## config.mk

```make
export PLATFORM = sky130hd
export DESIGN_NAME = button_column_mode_decoder_core_flat
export DESIGN_NICKNAME = d
export VERILOG_FILES = /design/src/rtl/bcmd_pkg.sv /design/src/rtl/bcmd_in_if.sv /design/src/rtl/bcmd_out_if.sv /design/src/rtl/bcmd_in_stage.sv /design/src/rtl/bcmd_step.sv /design/src/rtl/bcmd_out_stage.sv /design/src/rtl/button_column_mode_decoder_core.sv /design/src/flat_wrapper.sv
export VERILOG_INCLUDE_DIRS = /design/src /design/src/rtl
export SDC_FILE = /design/constraint.sdc
export NUM_CORES = 1
export LEC_CHECK = 0
export BUFFER_PORTS_ARGS = -buffer_cell sky130_fd_sc_hd__buf_2
export CORE_ASPECT_RATIO = 0.7
export CORE_MARGIN = 2
export CORE_UTILIZATION = 39
export DETAILED_ROUTE_END_ITERATION = 10
export GPL_TIMING_DRIVEN = 0
export PLACE_DENSITY = 0.55
export SYNTH_ARGS = -nofsm -noshare
export SYNTH_HDL_FRONTEND = slang
export SYNTH_SLANG_ARGS = --single-unit
```

## constraint.sdc

```tcl
create_clock -name i_clk -period 6.3 [get_ports i_clk]
set_input_delay 1.26 -clock i_clk [delete_from_list [all_inputs] [get_ports i_clk]]
set_output_delay 1.26 -clock i_clk [all_outputs]
set_load 0.02 [all_outputs]
```

## src/rtl/button_column_mode_decoder_core_defines.svh

```systemverilog
// Assertion macros shared by the button column mode decoder RTL.
`ifndef BUTTON_COLUMN_MODE_DECODER_CORE_DEFINES_SVH
`define BUTTON_COLUMN_MODE_DECODER_CORE_DEFINES_SVH

// Check a same-cycle implication on i_clk, skipped while i_rst_n is low.
`define BCMD_ASSERT_NOW(label, pre, post, msg) \
    label: assert property (@(posedge i_clk) disable iff (!i_rst_n) (pre) |-> (post)) \
        else $error(msg);

// Check an implication in the cycle after pre on i_clk, skipped while i_rst_n is low.
`define BCMD_ASSERT_NEXT(label, pre, post, msg) \
    label: assert property (@(posedge i_clk) disable iff (!i_rst_n) (pre) |=> (post)) \
        else $error(msg);

`endif

```

## src/rtl/bcmd_pkg.sv

```systemverilog
// Types and constants of the button column mode decoder.
package bcmd_pkg;

    typedef enum logic [1:0] {
        KIND_SCAN      = 2'd0,
        KIND_ARP_USED  = 2'd1,
        KIND_PROG_USED = 2'd2,
        KIND_NONE      = 2'd3
    } t_kind;

    // Button positions within the status word
    localparam int BIT_ARP  = 0;
    localparam int BIT_TAP  = 1;
    localparam int BIT_SUS  = 2;
    localparam int BIT_PROG = 3;
    localparam int BIT_DOWN = 4;
    localparam int BIT_UP   = 5;

    localparam logic [3:0]  OCT_DEFAULT = 4'd4;
    localparam logic [3:0]  OCT_MAX     = 4'd8;
    localparam logic [3:0]  OCT_MIN     = 4'd0;
    localparam logic [15:0] HOLD_RESET  = 16'd2000;

    typedef struct packed {
        logic [1:0]  kind;
        logic [7:0]  status;
        logic [31:0] now_ms;
    } t_in_word;

    typedef struct packed {
        logic       sustain_event;
        logic       sustain_on;
        logic       tap_event;
        logic       arp_notes_off;
        logic       keys_notes_off;
        logic       editor_toggle;
        logic       arp_enabled;
        logic       arp_latched;
        logic [3:0] octave;
        logic       program_held;
        logic       arp_held;
    } t_out_word;

    typedef struct packed {
        logic [7:0]  last_buttons;
        logic        arp_used;
        logic        prog_used;
        logic        editor_sent;
        logic [31:0] press_time;
        logic        arp_on;
        logic        arp_latch;
        logic [3:0]  octave_value;
    } t_state;

endpackage

```

## src/rtl/bcmd_in_if.sv

```systemverilog
// Input channel of the button column mode decoder: valid/ready plus scan word.
interface bcmd_in_if;
    logic        valid;
    logic        ready;
    logic [1:0]  kind;
    logic [7:0]  status;
    logic [31:0] now_ms;

    modport source (output valid, output kind, output status, output now_ms, input ready);
    modport sink   (input valid, input kind, input status, input now_ms, output ready);
endinterface

```

## src/rtl/bcmd_out_if.sv

```systemverilog
// Output channel of the button column mode decoder: valid/ready plus result word.
interface bcmd_out_if;
    logic       valid;
    logic       ready;
    logic       sustain_event;
    logic       sustain_on;
    logic       tap_event;
    logic       arp_notes_off;
    logic       keys_notes_off;
    logic       editor_toggle;
    logic       arp_enabled;
    logic       arp_latched;
    logic [3:0] octave;
    logic       program_held;
    logic       arp_held;

    modport source (
        output valid, input ready,
        output sustain_event, output sustain_on, output tap_event,
        output arp_notes_off, output keys_notes_off, output editor_toggle,
        output arp_enabled, output arp_latched, output octave,
        output program_held, output arp_held
    );
    modport sink (
        input valid, output ready,
        input sustain_event, input sustain_on, input tap_event,
        input arp_notes_off, input keys_notes_off, input editor_toggle,
        input arp_enabled, input arp_latched, input octave,
        input program_held, input arp_held
    );
endinterface

```

## src/rtl/bcmd_in_stage.sv

```systemverilog
// Input register of the button column mode decoder.
module bcmd_in_stage (
    input  logic                i_clk,
    input  logic                i_rst_n,
    bcmd_in_if.sink             i_in,
    input  logic                i_advance,
    output logic                o_valid,
    output bcmd_pkg::t_in_word  o_word
);

    logic               r_valid;
    bcmd_pkg::t_in_word r_word;
    logic               w_take;

    // Take a new word when empty or when the held word moves on this cycle
    assign i_in.ready = !r_valid || i_advance;
    assign w_take     = i_in.valid && i_in.ready;

    always_ff @(posedge i_clk) begin
        if (!i_rst_n) begin
            r_valid <= 1'b0;
        end else if (w_take) begin
            r_valid <= 1'b1;
        end else if (i_advance) begin
            r_valid <= 1'b0;
        end
    end

    always_ff @(posedge i_clk) begin
        if (w_take) begin
            r_word.kind   <= i_in.kind;
            r_word.status <= i_in.status;
            r_word.now_ms <= i_in.now_ms;
        end
    end

    assign o_valid = r_valid;
    assign o_word  = r_word;

endmodule

```

## src/rtl/bcmd_step.sv

```systemverilog
// Decode logic: next state and result for one word of the button column decoder.
module bcmd_step (
    input  bcmd_pkg::t_state    i_state,
    input  bcmd_pkg::t_in_word  i_word,
    input  logic [15:0]         i_hold_ms,
    output bcmd_pkg::t_state    o_state,
    output bcmd_pkg::t_out_word o_result
);

    logic [7:0]  w_chg;
    logic [31:0] w_elapsed;
    logic [31:0] w_press_time;
    logic [7:0]  w_st;

    assign w_st      = i_word.status;
    assign w_chg     = w_st ^ i_state.last_buttons;
    // Press time as it stands after this word: a program press restarts it
    assign w_press_time = (w_chg[bcmd_pkg::BIT_PROG] && w_st[bcmd_pkg::BIT_PROG])
                          ? i_word.now_ms : i_state.press_time;
    assign w_elapsed = i_word.now_ms - w_press_time;

    always_comb begin
        o_state  = i_state;
        o_result = '0;
        unique case (bcmd_pkg::t_kind'(i_word.kind))
            bcmd_pkg::KIND_ARP_USED: begin
                o_state.arp_used = 1'b1;
            end
            bcmd_pkg::KIND_PROG_USED: begin
                o_state.prog_used = 1'b1;
            end
            bcmd_pkg::KIND_NONE: begin
                o_state = i_state;
            end
            bcmd_pkg::KIND_SCAN: begin
                o_state.last_buttons = w_st;

                // Arp: press clears the used mark, release silences and maybe toggles
                if (w_chg[bcmd_pkg::BIT_ARP]) begin
                    if (w_st[bcmd_pkg::BIT_ARP]) begin
                        o_state.arp_used = 1'b0;
                    end else begin
                        o_result.arp_notes_off = 1'b1;
                        if (!i_state.arp_used) begin
                            o_state.arp_on = !i_state.arp_on;
                        end
                    end
                end

                // Program: press silences and starts the hold timer; any change clears the used and sent marks
                if (w_chg[bcmd_pkg::BIT_PROG]) begin
                    if (w_st[bcmd_pkg::BIT_PROG]) begin
                        o_result.keys_notes_off = 1'b1;
                        o_result.arp_notes_off  = 1'b1;
                        o_state.press_time      = i_word.now_ms;
                    end
                    o_state.prog_used   = 1'b0;
                    o_state.editor_sent = 1'b0;
                end

                if (w_st[bcmd_pkg::BIT_PROG] && !o_state.prog_used && !o_state.editor_sent
                    && (w_elapsed >= {16'd0, i_hold_ms})) begin
                    o_result.editor_toggle = 1'b1;
                    o_state.editor_sent    = 1'b1;
                end

                // Sustain: latch toggle while the arp runs, sustain level otherwise
                if (w_chg[bcmd_pkg::BIT_SUS]) begin
                    if (o_state.arp_on) begin
                        if (w_st[bcmd_pkg::BIT_SUS]) begin
                            o_state.arp_latch = !i_state.arp_latch;
                        end
                    end else begin
                        o_result.sustain_event = 1'b1;
                        o_result.sustain_on    = w_st[bcmd_pkg::BIT_SUS];
                    end
                end

                o_result.tap_event = w_chg[bcmd_pkg::BIT_TAP] && w_st[bcmd_pkg::BIT_TAP];

                // Octave: both held restores default, else step and clamp
                if (w_chg[bcmd_pkg::BIT_DOWN] || w_chg[bcmd_pkg::BIT_UP]) begin
                    if (w_st[bcmd_pkg::BIT_DOWN] && w_st[bcmd_pkg::BIT_UP]) begin
                        o_state.octave_value = bcmd_pkg::OCT_DEFAULT;
                    end else if (w_st[bcmd_pkg::BIT_UP]) begin
                        if (i_state.octave_value < bcmd_pkg::OCT_MAX) begin
                            o_state.octave_value = i_state.octave_value + 4'd1;
                        end
                    end else if (w_st[bcmd_pkg::BIT_DOWN]) begin
                        if (i_state.octave_value > bcmd_pkg::OCT_MIN) begin
                            o_state.octave_value = i_state.octave_value - 4'd1;
                        end
                    end
                end
            end
        endcase

        o_result.arp_enabled  = o_state.arp_on;
        o_result.arp_latched  = o_state.arp_latch;
        o_result.octave       = o_state.octave_value;
        o_result.program_held = o_state.last_buttons[bcmd_pkg::BIT_PROG];
        o_result.arp_held     = o_state.last_buttons[bcmd_pkg::BIT_ARP];
    end

endmodule

```

## src/rtl/bcmd_out_stage.sv

```systemverilog
// Result register of the button column mode decoder.
module bcmd_out_stage (
    input  logic                 i_clk,
    input  logic                 i_rst_n,
    input  logic                 i_load,
    input  bcmd_pkg::t_out_word  i_word,
    output logic                 o_can_load,
    bcmd_out_if.source           o_out
);

    logic                r_valid;
    bcmd_pkg::t_out_word r_word;

    // Refill when empty or when the held word is taken this cycle
    assign o_can_load = !r_valid || o_out.ready;

    always_ff @(posedge i_clk) begin
        if (!i_rst_n) begin
            r_valid <= 1'b0;
        end else if (i_load) begin
            r_valid <= 1'b1;
        end else if (o_out.ready) begin
            r_valid <= 1'b0;
        end
    end

    always_ff @(posedge i_clk) begin
        if (i_load) begin
            r_word <= i_word;
        end
    end

    assign o_out.valid          = r_valid;
    assign o_out.sustain_event  = r_word.sustain_event;
    assign o_out.sustain_on     = r_word.sustain_on;
    assign o_out.tap_event      = r_word.tap_event;
    assign o_out.arp_notes_off  = r_word.arp_notes_off;
    assign o_out.keys_notes_off = r_word.keys_notes_off;
    assign o_out.editor_toggle  = r_word.editor_toggle;
    assign o_out.arp_enabled    = r_word.arp_enabled;
    assign o_out.arp_latched    = r_word.arp_latched;
    assign o_out.octave         = r_word.octave;
    assign o_out.program_held   = r_word.program_held;
    assign o_out.arp_held       = r_word.arp_held;

endmodule

```

## src/rtl/button_column_mode_decoder_core.sv

```systemverilog
// Top level of the button column mode decoder.
`include "button_column_mode_decoder_core_defines.svh"

// The decoder turns scanned button-column words (arp, tap, sustain, program,
// octave down, octave up) plus "setting used" marks into one result word per
// input word: note-off, tap, sustain, latch and editor pulses together with
// the current arp flags, octave and held modifiers. It sustains one word per
// clock while the receiver takes every result: an accepted word sits in the
// input register, and once the result register is free or being emptied a
// single decode stage updates the button state and loads the result register,
// which then offers the result to the receiver. While a finished result waits on
// the receiver, the result register holds it, the input register takes at
// most one more word and then input ready drops until the result is taken.
// The editor hold time (ms, reset 2000) is to be written through i_cfg_we/i_cfg_data
// only while no word is in flight, which the block itself does not enforce; the
// hold is measured as the wrapping difference of scan time and program press time.
module button_column_mode_decoder_core (
    input  logic         i_clk,
    input  logic         i_rst_n,
    input  logic         i_cfg_we,
    input  logic [15:0]  i_cfg_data,
    bcmd_in_if.sink      i_in,
    bcmd_out_if.source   o_out
);

    logic                r_in_valid_q;
    bcmd_pkg::t_in_word  w_in_word;
    logic                w_can_load;
    logic                w_advance;
    logic [15:0]         r_hold_ms;
    bcmd_pkg::t_state    r_state;
    bcmd_pkg::t_state    n_state;
    bcmd_pkg::t_out_word w_result;

    // Hold the input word until the result register can take its result
    bcmd_in_stage u_in_stage (
        .i_clk     (i_clk),
        .i_rst_n   (i_rst_n),
        .i_in      (i_in),
        .i_advance (w_advance),
        .o_valid   (r_in_valid_q),
        .o_word    (w_in_word)
    );

    // Advance the held word through decode exactly when the result slot is free
    assign w_advance = r_in_valid_q && w_can_load;

    bcmd_step u_step (
        .i_state   (r_state),
        .i_word    (w_in_word),
        .i_hold_ms (r_hold_ms),
        .o_state   (n_state),
        .o_result  (w_result)
    );

    // Commit the decoder state only with the word that moves on
    always_ff @(posedge i_clk) begin
        if (!i_rst_n) begin
            r_state.last_buttons <= '0;
            r_state.arp_used     <= 1'b0;
            r_state.prog_used    <= 1'b0;
            r_state.editor_sent  <= 1'b0;
            r_state.press_time   <= '0;
            r_state.arp_on       <= 1'b0;
            r_state.arp_latch    <= 1'b0;
            r_state.octave_value <= bcmd_pkg::OCT_DEFAULT;
        end else if (w_advance) begin
            r_state <= n_state;
        end
    end

    // Editor hold time register, write only
    always_ff @(posedge i_clk) begin
        if (!i_rst_n) begin
            r_hold_ms <= bcmd_pkg::HOLD_RESET;
        end else if (i_cfg_we) begin
            r_hold_ms <= i_cfg_data;
        end
    end

    bcmd_out_stage u_out_stage (
        .i_clk      (i_clk),
        .i_rst_n    (i_rst_n),
        .i_load     (w_advance),
        .i_word     (w_result),
        .o_can_load (w_can_load),
        .o_out      (o_out)
    );

    // Octave never leaves its clamp range
    `BCMD_ASSERT_NOW(a_octave_range, 1'b1, r_state.octave_value <= bcmd_pkg::OCT_MAX, "octave out of range")
    // A sustain level only goes out with a sustain event
    `BCMD_ASSERT_NOW(a_sus_level, o_out.valid && o_out.sustain_on, o_out.sustain_event, "sustain_on without event")
    // A program press silences both keys and arp, with program held
    `BCMD_ASSERT_NOW(a_prog_press, o_out.valid && o_out.keys_notes_off, o_out.arp_notes_off && o_out.program_held, "program press pulses inconsistent")
    // The editor toggle fires only while program is held
    `BCMD_ASSERT_NOW(a_editor_held, o_out.valid && o_out.editor_toggle, o_out.program_held, "editor toggle without program held")
    // A decoded word shows up in the result register on the next edge
    `BCMD_ASSERT_NEXT(a_result_loaded, w_advance, o_out.valid, "decoded word not presented")

endmodule

```

## src/flat_wrapper.sv

```systemverilog
// flat-port wrapper written by rule: the top's interface ports become plain ports
module button_column_mode_decoder_core_flat 
  (i_clk, i_rst_n, i_cfg_we, i_cfg_data, i_in_valid, i_in_kind, i_in_status, i_in_now_ms, i_in_ready, o_out_valid, o_out_ready, o_out_sustain_event, o_out_sustain_on, o_out_tap_event, o_out_arp_notes_off, o_out_keys_notes_off, o_out_editor_toggle, o_out_arp_enabled, o_out_arp_latched, o_out_octave, o_out_program_held, o_out_arp_held);
  bcmd_in_if i_in_i ();
  bcmd_out_if o_out_i ();
  input  logic i_clk;
  input  logic i_rst_n;
  input  logic i_cfg_we;
  input  logic [15:0] i_cfg_data;
  input wire logic [$bits(i_in_i.valid)-1:0] i_in_valid;
  input wire logic [$bits(i_in_i.kind)-1:0] i_in_kind;
  input wire logic [$bits(i_in_i.status)-1:0] i_in_status;
  input wire logic [$bits(i_in_i.now_ms)-1:0] i_in_now_ms;
  output wire logic [$bits(i_in_i.ready)-1:0] i_in_ready;
  output wire logic [$bits(o_out_i.valid)-1:0] o_out_valid;
  input wire logic [$bits(o_out_i.ready)-1:0] o_out_ready;
  output wire logic [$bits(o_out_i.sustain_event)-1:0] o_out_sustain_event;
  output wire logic [$bits(o_out_i.sustain_on)-1:0] o_out_sustain_on;
  output wire logic [$bits(o_out_i.tap_event)-1:0] o_out_tap_event;
  output wire logic [$bits(o_out_i.arp_notes_off)-1:0] o_out_arp_notes_off;
  output wire logic [$bits(o_out_i.keys_notes_off)-1:0] o_out_keys_notes_off;
  output wire logic [$bits(o_out_i.editor_toggle)-1:0] o_out_editor_toggle;
  output wire logic [$bits(o_out_i.arp_enabled)-1:0] o_out_arp_enabled;
  output wire logic [$bits(o_out_i.arp_latched)-1:0] o_out_arp_latched;
  output wire logic [$bits(o_out_i.octave)-1:0] o_out_octave;
  output wire logic [$bits(o_out_i.program_held)-1:0] o_out_program_held;
  output wire logic [$bits(o_out_i.arp_held)-1:0] o_out_arp_held;
  assign i_in_i.valid = i_in_valid;
  assign i_in_i.kind = i_in_kind;
  assign i_in_i.status = i_in_status;
  assign i_in_i.now_ms = i_in_now_ms;
  assign i_in_ready = i_in_i.ready;
  assign o_out_valid = o_out_i.valid;
  assign o_out_i.ready = o_out_ready;
  assign o_out_sustain_event = o_out_i.sustain_event;
  assign o_out_sustain_on = o_out_i.sustain_on;
  assign o_out_tap_event = o_out_i.tap_event;
  assign o_out_arp_notes_off = o_out_i.arp_notes_off;
  assign o_out_keys_notes_off = o_out_i.keys_notes_off;
  assign o_out_editor_toggle = o_out_i.editor_toggle;
  assign o_out_arp_enabled = o_out_i.arp_enabled;
  assign o_out_arp_latched = o_out_i.arp_latched;
  assign o_out_octave = o_out_i.octave;
  assign o_out_program_held = o_out_i.program_held;
  assign o_out_arp_held = o_out_i.arp_held;
  button_column_mode_decoder_core u_core (.i_clk(i_clk), .i_rst_n(i_rst_n), .i_cfg_we(i_cfg_we), .i_cfg_data(i_cfg_data), .i_in(i_in_i), .o_out(o_out_i));
endmodule
```

==> results by group, run 1 <==
Placed design
  – Pre-CTS setup slack: -0.4154 ns
  – I/O Buffers: 74
  – GPL Wtd Cong: 0.8979
  – Total placed cells including tap cells: 1066
  – Hpwl dp: 13870 um

Yosys
  – Sequential share of the synthesized area: 41.77%
  – Synthesized flop and latch total: 119
  – Mapped Cells: 760
  – Cell Area, Synth: 6998 sq um
  – EDFF count, synth: 54
  – Post-Synth Simple-Gate Area: 17.16%
  – Synth Warn #: 0
  – Syn_nets: 875
  – Adder-cell share of the synthesized area: 9.405%
  – Largest family of logic cells by synthesized area: compound AO/OA/AOI/OAI gates
  – Compound-gate portion of the synthesized area: 17.34%
  – Dominant synthesized flop cell: dfxtp_1
  – Mux cell area share after synthesis: 6.741%
  – Post-Synth XOR/XNOR Area: 3.379%
  – Synth Area per Inst: 9.208 sq um
  – Asr flop ratio synth: 0%
  – Synth cell types: 69

Power and ir drop
  – Clock power share: 43.6%
  – Seq pwr share: 36.7%
  – Pwr/cell area: 280.8 nW/um^2
  – Internal power: 1.688 mW
  – Lkg Pwr: 3.335 nW
  – Switching power: 0.6575 mW
  – Switching Fraction: 28.04%
  – Combinational share of power: 19.7%
  – VDD IR-drop max: 0.1304 mV

Layout
  – Layout cell share with drive strength beyond 1: 15.92%
  – Fill cells: 1634
  – Final core occ: 48.08%
  – Fin nets: 969
  – Area Growth Syn to Fin: 19.33%
  – Commonest non-fill, non-tap cell in the layout: nand2_1
  – Commonest cells after routing, fill and taps aside: nand2_1 (117), buf_2 (81), a21oi_1 (67), nor2_1 (67), dfxtp_1 (65)
  – Finished Layout Cells: 1099

Timing
  – Final hold viol count: 0
  – Slew Viols, Final: 0
  – Fin crit share: 94.50%
  – Worst slew pin tran: 1.054 ns
  – Tmin final: 5.953 ns
  – Clock Skews: 0.006905 ns
  – Setup tns final: 0 ns
  – Max Freq: 168.0 MHz
  – Rel. slew slack: 27.94%
  – Unrepaired setup endpoints after global routing: false
  – Final setup margin: 0.3467 ns
  – Setup-failing EPs final: 0

Die
  – Die width: 164.1 um
  – Die Span Y: 116.1 um
  – Die Footprint: 19050 sq um
  – Core Area: 17370 sq um
  – Rows: 40
  – Starting Density: 40.30%
  – # IOs: 79

Setup path
  – Setup crit start kind: flip-flop
  – Worst EP required: 6.47 ns
  – R2R Setup Slk: 0.35 ns
  – R2r endpoint: u_core.u_out_stage.o_out.editor_toggle
  – Reg2reg start: u_core.u_in_stage.o_word[35]
  – Worst-path fanout max: 10
  – Setup crit end kind: flip-flop
  – Critical Path AT: 6.13 ns
  – R2R cell count: 19
  – Worst Setup Path Type: reg2reg

Global route
  – Grt ovf: 0
  – Antenna violations before repair: 1
  – GRT Util Overall: 19.87%
  – Largest net degree at the start of global routing: 22
  – Number of global-route vias before repair: 5579
  – First-pass GRT wire length: 28850 um

Route
  – Antenna viol nets, final: 0
  – Routed vias: 5916
  – Drt wl/cell: 16.55 um
  – First-pass DRT Iterations: 5
  – Initial drt markers: 427
  – Total Wirelength: 18190 um
  – DRC errors left: 0
  – Vias/cell: 5.383

Clock tree
  – Num CTS Buffers: 17
  – H-tree levels: 4
  – Clk pin slew, worst setup/hold paths: 0.06 ns
  – TritonCTS clock tree: built
  – Root buffer cell: clkbuf_16
  – Worst-case clock buffer depth: 2
  – Worst skew pair latency: 0.43 ns
  – Number of clock sinks: 119
  – # hold bufs at CTS: 0

Min path
  – Min-Delay Path Class: reg2reg
  – Worst Hold Depth: 2
  – Worst Hold Launch: u_core.r_state[27]
  – Min-Delay Endpoint: u_core.r_state[27]

Run
  – Max-cap violations: 0

Run status
  – Status: completed
[power groups by stage]
| stage | combinational [mW] | clock [mW] | sequential, mW |
|---|---|---|---|
| 3_5_place_dp | 0.452 | 0 | 0.878 |
| 3_3_place_gp | 0.441 | 0 | 0.878 |
| 6_report | 0.461 | 1.02 | 0.862 |
| 4_1_cts | 0.457 | 1.05 | 0.862 |
| 5_1_grt | 0.514 | 1.08 | 0.866 |
| 2_1_floorplan | 0.323 | 0 | 0.879 |
[metal layers]
layer  vias up  GRT usage (%)  wire (um)
met5         -              0          0
met4         0          7.661        276
met3        23          3.901        860
met2       129          30.18       7857
met1      2808          27.98       9191
li1       2956              -          -
[kinds of logic (layout without fill, tap and decap cells)]
logic type               count (synthesis)  in the layout
AO/OA/AOI/OAI                          182            182
AND/OR/NAND/NOR                        265            265
adder cells (fa/ha/maj)                 52             52
buffers and inverters                   68            175
XOR/XNOR                                27             27
flip-flops                             119            119
multiplexers                            47             47
other                                    0              1
[worst max path at each step]
| stage | slack [ns] | depth (start not counted) | to | startpoint |
|---|---|---|---|---|
| final | 0.35 | 19 | u_core.u_out_stage.o_out.editor_toggle | u_core.u_in_stage.o_word[35] |
| after global placement | -0.44 | 21 | u_core.u_out_stage.o_out.editor_toggle | u_core.u_in_stage.o_word[35] |
| after floorplan | 0.71 | 21 | u_core.u_out_stage.o_out.editor_toggle | u_core.u_in_stage.o_word[35] |
| after global routing | 0.005 | 20 | u_core.u_out_stage.o_out.editor_toggle | u_core.u_in_stage.o_word[35] |
| after CTS | 0.02 | 21 | u_core.u_out_stage.o_out.editor_toggle | u_core.u_in_stage.o_word[35] |
| after detailed placement | -0.42 | 21 | u_core.u_out_stage.o_out.editor_toggle | u_core.u_in_stage.o_word[35] |
[synthesized netlist by cell type (6+ instances only)]
cell type / count / share of area [%]
o21a_1: 6 / 0.64
a21oi_1: 67 / 4.8
nand2_1: 117 / 6.3
mux2i_1: 46 / 6.6
nor2_1: 67 / 3.6
buf_2: 7 / 0.50
dfxtp_1: 65 / 19
edfxtp_1: 54 / 23
nand2b_1: 8 / 0.72
nor3_1: 10 / 0.72
nand4_1: 15 / 1.3
inv_1: 30 / 1.6
a21o_1: 13 / 1.4
clkbuf_1: 21 / 1.1
ha_1: 51 / 9.1
xnor2_1: 12 / 1.5
xor2_1: 15 / 1.9
o21ai_0: 24 / 1.7
o211ai_1: 10 / 1.1
a211oi_1: 7 / 0.75
nand3_1: 12 / 0.86
[stage by stage]
step                hold WS (ns)  power, mW  instance area, sq um
floorplan                 0.4338      1.202                  6998
global placement          0.4416      1.319                  7657
detailed placement        0.4462      1.330                  7686
CTS                       0.4539      2.365                  8333
global route              0.4677      2.461                  8351
finish                    0.4516      2.345                  8351
[flip-flops by register name, summed over array words and instances (netlist names), 4 cells and up]
signal and cells:
u_core.r_state 47, u_core.u_in_stage.o_word 40, u_core.r_hold_ms 16, u_core.u_out_stage.o_out.octave 4
[final cells by class]
| class | instances | area (sq um) | share of cell area, % |
|---|---|---|---|
| Clock inverter | 7 | 73.82 | 0.8840 |
| Multi-Input combinational cell | 573 | 3802 | 45.53 |
| Inverter | 31 | 116.4 | 1.393 |
| Clock buffer | 25 | 559.3 | 6.698 |
| Tap cell | 231 | 289.0 | 3.461 |
| Buffer | 36 | 178.9 | 2.143 |
| Sequential cell | 119 | 2923 | 35.00 |
| Antenna cell | 1 | 2.502 | 0.02997 |
| Timing Repair Buffer | 76 | 405.4 | 4.855 |
[critical path, cell delays in order, from the launching register on]
cell and delay (ns):
edfxtp_1 0.43, ha_2 0.33, clkbuf_4 0.29, mux2i_1 0.32, ha_1 0.28, nor2b_1 0.14, o2111a_1 0.27, o21ai_1 0.46
nand2_1 0.13, xor2_1 0.17, ha_1 0.30, a21o_1 0.18, a21oi_1 0.17, o22ai_1 0.11, or4_1 0.54, a2111o_1 0.37
nor4_2 0.29, nand4_1 0.14, or4_1 0.52, and4_1 0.23
[what timing repair did]
item / in CTS / in global routing
setup buffers: 0 / 1
setup endpoints to repair: 2 / 2
gates resized for setup: 4 / 3
pin swaps: 0 / 1
hold endpoints to repair: 0 / 0
Note: power is estimated with default switching activity, not from simulation.
==> run 2, diff against run 1 <==
--- a/config.mk
+++ b/config.mk
@@ -6,9 +6,10 @@
 export SDC_FILE = /design/constraint.sdc
 export NUM_CORES = 1
 export LEC_CHECK = 0
+export ABC_AREA = 1
 export BUFFER_PORTS_ARGS = -buffer_cell sky130_fd_sc_hd__buf_2
 export CORE_ASPECT_RATIO = 0.7
-export CORE_MARGIN = 2
+export CORE_MARGIN = 5
 export CORE_UTILIZATION = 39
 export DETAILED_ROUTE_END_ITERATION = 10
 export GPL_TIMING_DRIVEN = 0
==> run 2 against run 1 <==
Cell count is 29% higher. Synthesized cell count grew 38%. First-iteration DRC count increased by 12%. Largest cell class unchanged.
==> results by group, run 2 <==
Die
  – Core Area: 19080 sq um
  – Die Footprint: 22480 sq um
  – Die width: 177.1 um
  – Rows: 42
  – # IOs: 79
  – Starting Density: 39.95%
  – Die Span Y: 127.0 um

Clock tree
  – # hold bufs at CTS: 0
  – Root buffer cell: clkbuf_16
  – Worst-case clock buffer depth: 2
  – H-tree levels: 4
  – Worst skew pair latency: 0.43 ns
  – Num CTS Buffers: 17
  – Clk pin slew, worst setup/hold paths: 0.06 ns
  – TritonCTS clock tree: built
  – CTS resizes: 0
  – Post CTS Setup Buffer Count: 0
  – Number of clock sinks: 119

Yosys
  – Area leader, netlist: edfxtp_1
  – Mapped Cells: 1047
  – Compound-gate portion of the synthesized area: 9.654%
  – Synth cell types: 39
  – Synth Warn #: 0
  – Adder-cell share of the synthesized area: 8.636%
  – Dominant synthesized flop cell: dfxtp_1
  – Top cell type's share of synthesized area: 21.28%
  – Commonest cells post-synth: nand2_1 (268), inv_1 (176), nor2_1 (115), o21ai_0 (71), dfxtp_1 (65)
  – Largest family of logic cells by synthesized area: simple AND/OR/NAND/NOR gates
  – Syn_nets: 1162
  – Most common cell in the netlist: nand2_1
  – Asr flop ratio synth: 0%
  – Synth Area per Inst: 7.279 sq um
  – Sequential share of the synthesized area: 38.35%
  – Post-Synth XOR/XNOR Area: 2.184%
  – EDFF count, synth: 54
  – Synthesized flop and latch total: 119
  – Synth top area cells: edfxtp_1 (21%), dfxtp_1 (17%), nand2_1 (13%)
  – Cell Area, Synth: 7621 sq um
  – Mux cell area share after synthesis: 3.940%
  – Post-Synth Simple-Gate Area: 27.11%

Power and ir drop
  – Switching Fraction: 31.62%
  – Internal power: 1.629 mW
  – Lkg Pwr: 4.548 nW
  – Switching power: 0.7530 mW
  – Combinational share of power: 22.3%
  – VDD IR-drop max: 0.1559 mV
  – Clock power share: 41.2%
  – Pwr/cell area: 266.2 nW/um^2
  – Seq pwr share: 36.5%

Layout
  – Area Growth Syn to Fin: 17.40%
  – Diode count: 0
  – Fin nets: 1258
  – Design area: 8947 sq um
  – Reg area: 2923 sq um
  – Fill cells: 1967
  – Largest Register: u_core.r_state
  – Multi-input gate area: 3926 sq um
  – Commonest cells after routing, fill and taps aside: nand2_1 (268), inv_1 (175), nor2_1 (115), buf_2 (78), o21ai_0 (71)
  – Max FFs per register: 47
  – Commonest non-fill, non-tap cell in the layout: nand2_1
  – Layout cell share with drive strength beyond 1: 13.75%
  – Finished Layout Cells: 1420

Timing
  – Unrepaired setup endpoints after global routing: false
  – Fin crit share: 73.79%
  – Slew Viols, Final: 0
  – Max Freq: 215.1 MHz
  – Setup-failing EPs final: 0
  – Tmin final: 4.649 ns
  – Clock Skews: 0.01170 ns
  – Setup tns final: 0 ns
  – Final hold viol count: 0
  – Rel. slew slack: 48.18%
  – Worst slew pin tran: 0.7774 ns

Setup path
  – Worst Setup Path Type: reg2reg
  – Worst-path fanout max: 10
  – Critical path launch point: u_core.u_in_stage.o_word[35]
  – Reg2reg start: u_core.u_in_stage.o_word[35]
  – Worst EP required: 6.47 ns
  – Setup crit start kind: flip-flop
  – Critical Path AT: 4.82 ns
  – Setup crit end kind: flip-flop

Placed design
  – Hpwl dp: 15980 um
  – Total placed cells including tap cells: 1388
  – Area post-placement: 8352 sq um
  – I/O Buffers: 76
  – GPL Wtd Cong: 0.9219

Global route
  – Grt ovf: 0
  – First-pass GRT wire length: 31960 um
  – Largest net degree at the start of global routing: 39
  – Number of global-route vias before repair: 6075
  – GRT Util Overall: 18.14%
  – Antenna violations before repair: 1

Route
  – Drt wl/cell: 13.91 um
  – Initial drt markers: 480
  – DRC errors left: 0
  – Routed vias: 6625
  – Total Wirelength: 19750 um
  – Vias/cell: 4.665
  – Antenna viol nets, final: 0
  – First-pass DRT Iterations: 5

Min path
  – Worst Hold Launch: u_core.r_hold_ms[1]
  – Min-Delay Path Class: reg2reg

Run
  – Max-cap violations: 0

Run status
  – Status: completed
[run 2: changes by cell type in the layout (fill, tap and decap cells not counted), sizes merged, moves of 10 or more]
cell    change
inv       +154
xnor2      -10
o211ai     -10
nand2     +168
mux2i      -16
nor2       +64
nand3      +25
a21oi      -18
a21o       -11
o21ai      +46
clkbuf     -13
[run 2: final cells by class]
type	count	share of cell area, %
timing repair buffer	77	4.475
inverter	184	7.719
clock buffer	18	4.797
sequential	119	32.67
buffer	21	0.9090
tap	264	3.692
clock inverter	14	1.860
multi-input combinational	723	43.88
[run 2: worst paths after layout]
kind,endpoint,slack (ns),cells after the start
max,u_core.u_out_stage.o_out.editor_toggle,1.65,22
min,u_core.r_hold_ms[1],0.46,2
max reg2reg,u_core.u_out_stage.o_out.editor_toggle,1.65,22
min reg2reg,u_core.r_hold_ms[1],0.46,2
[run 2: per-layer routing]
| layer | wire (um) | GRT usage [%] | up-vias |
|---|---|---|---|
| met5 | 0 | 0 | - |
| met4 | 138 | 3.683 | 0 |
| met3 | 1218 | 3.956 | 15 |
| met2 | 7039 | 22.75 | 145 |
| met1 | 11350 | 30.63 | 2940 |
| li1 | - | - | 3525 |
[run 2: critical path, cell delays in order (launching register included)]
cell      delay [ns]
edfxtp_1        0.38
ha_1            0.17
clkbuf_1        0.21
buf_1           0.62
mux2i_1         0.18
ha_1            0.44
nand2_1         0.15
nor2_2          0.17
and3_1          0.20
nand2_1         0.07
nand2_2         0.08
xor2_1          0.26
ha_1            0.30
a21oi_1         0.15
nor2_1          0.05
a211oi_1        0.18
nand3_1         0.11
nor2_1          0.23
nand3_1         0.12
nor2_2          0.11
nand2_2         0.09
nand2_1         0.08
nor2_1          0.04
[run 2: power by group through the flow]
stage / Combinational, mW / Sequential, mW / Clock [mW]
after floorplan: 0.373 / 0.887 / 0
after global placement: 0.520 / 0.886 / 0
after detailed placement: 0.528 / 0.885 / 0
after CTS: 0.530 / 0.869 / 1.00
after global routing: 0.609 / 0.873 / 1.03
final: 0.531 / 0.869 / 0.981
[run 2: through the flow]
step	total power, mW	hold slack [ns]	setup WS [ns]	util, %
6_report	2.382	0.4627	1.651	46.90
5_1_grt	2.516	0.4945	1.257	46.90
3_5_place_dp	1.413	0.4618	1.697	43.78
3_3_place_gp	1.406	0.4611	1.703	43.68
2_1_floorplan	1.260	0.4395	2.640	-
4_1_cts	2.403	0.4699	1.655	46.90
[run 2: kinds of logic (layout without fill, tap and decap cells)]
| family | after synthesis | in the layout |
|---|---|---|
| fa+ha+maj | 52 | 52 |
| compound gates | 139 | 139 |
| mux | 30 | 30 |
| buf+inv | 205 | 314 |
| xor+xnor | 19 | 19 |
| simple gates | 483 | 483 |
| flops | 119 | 119 |
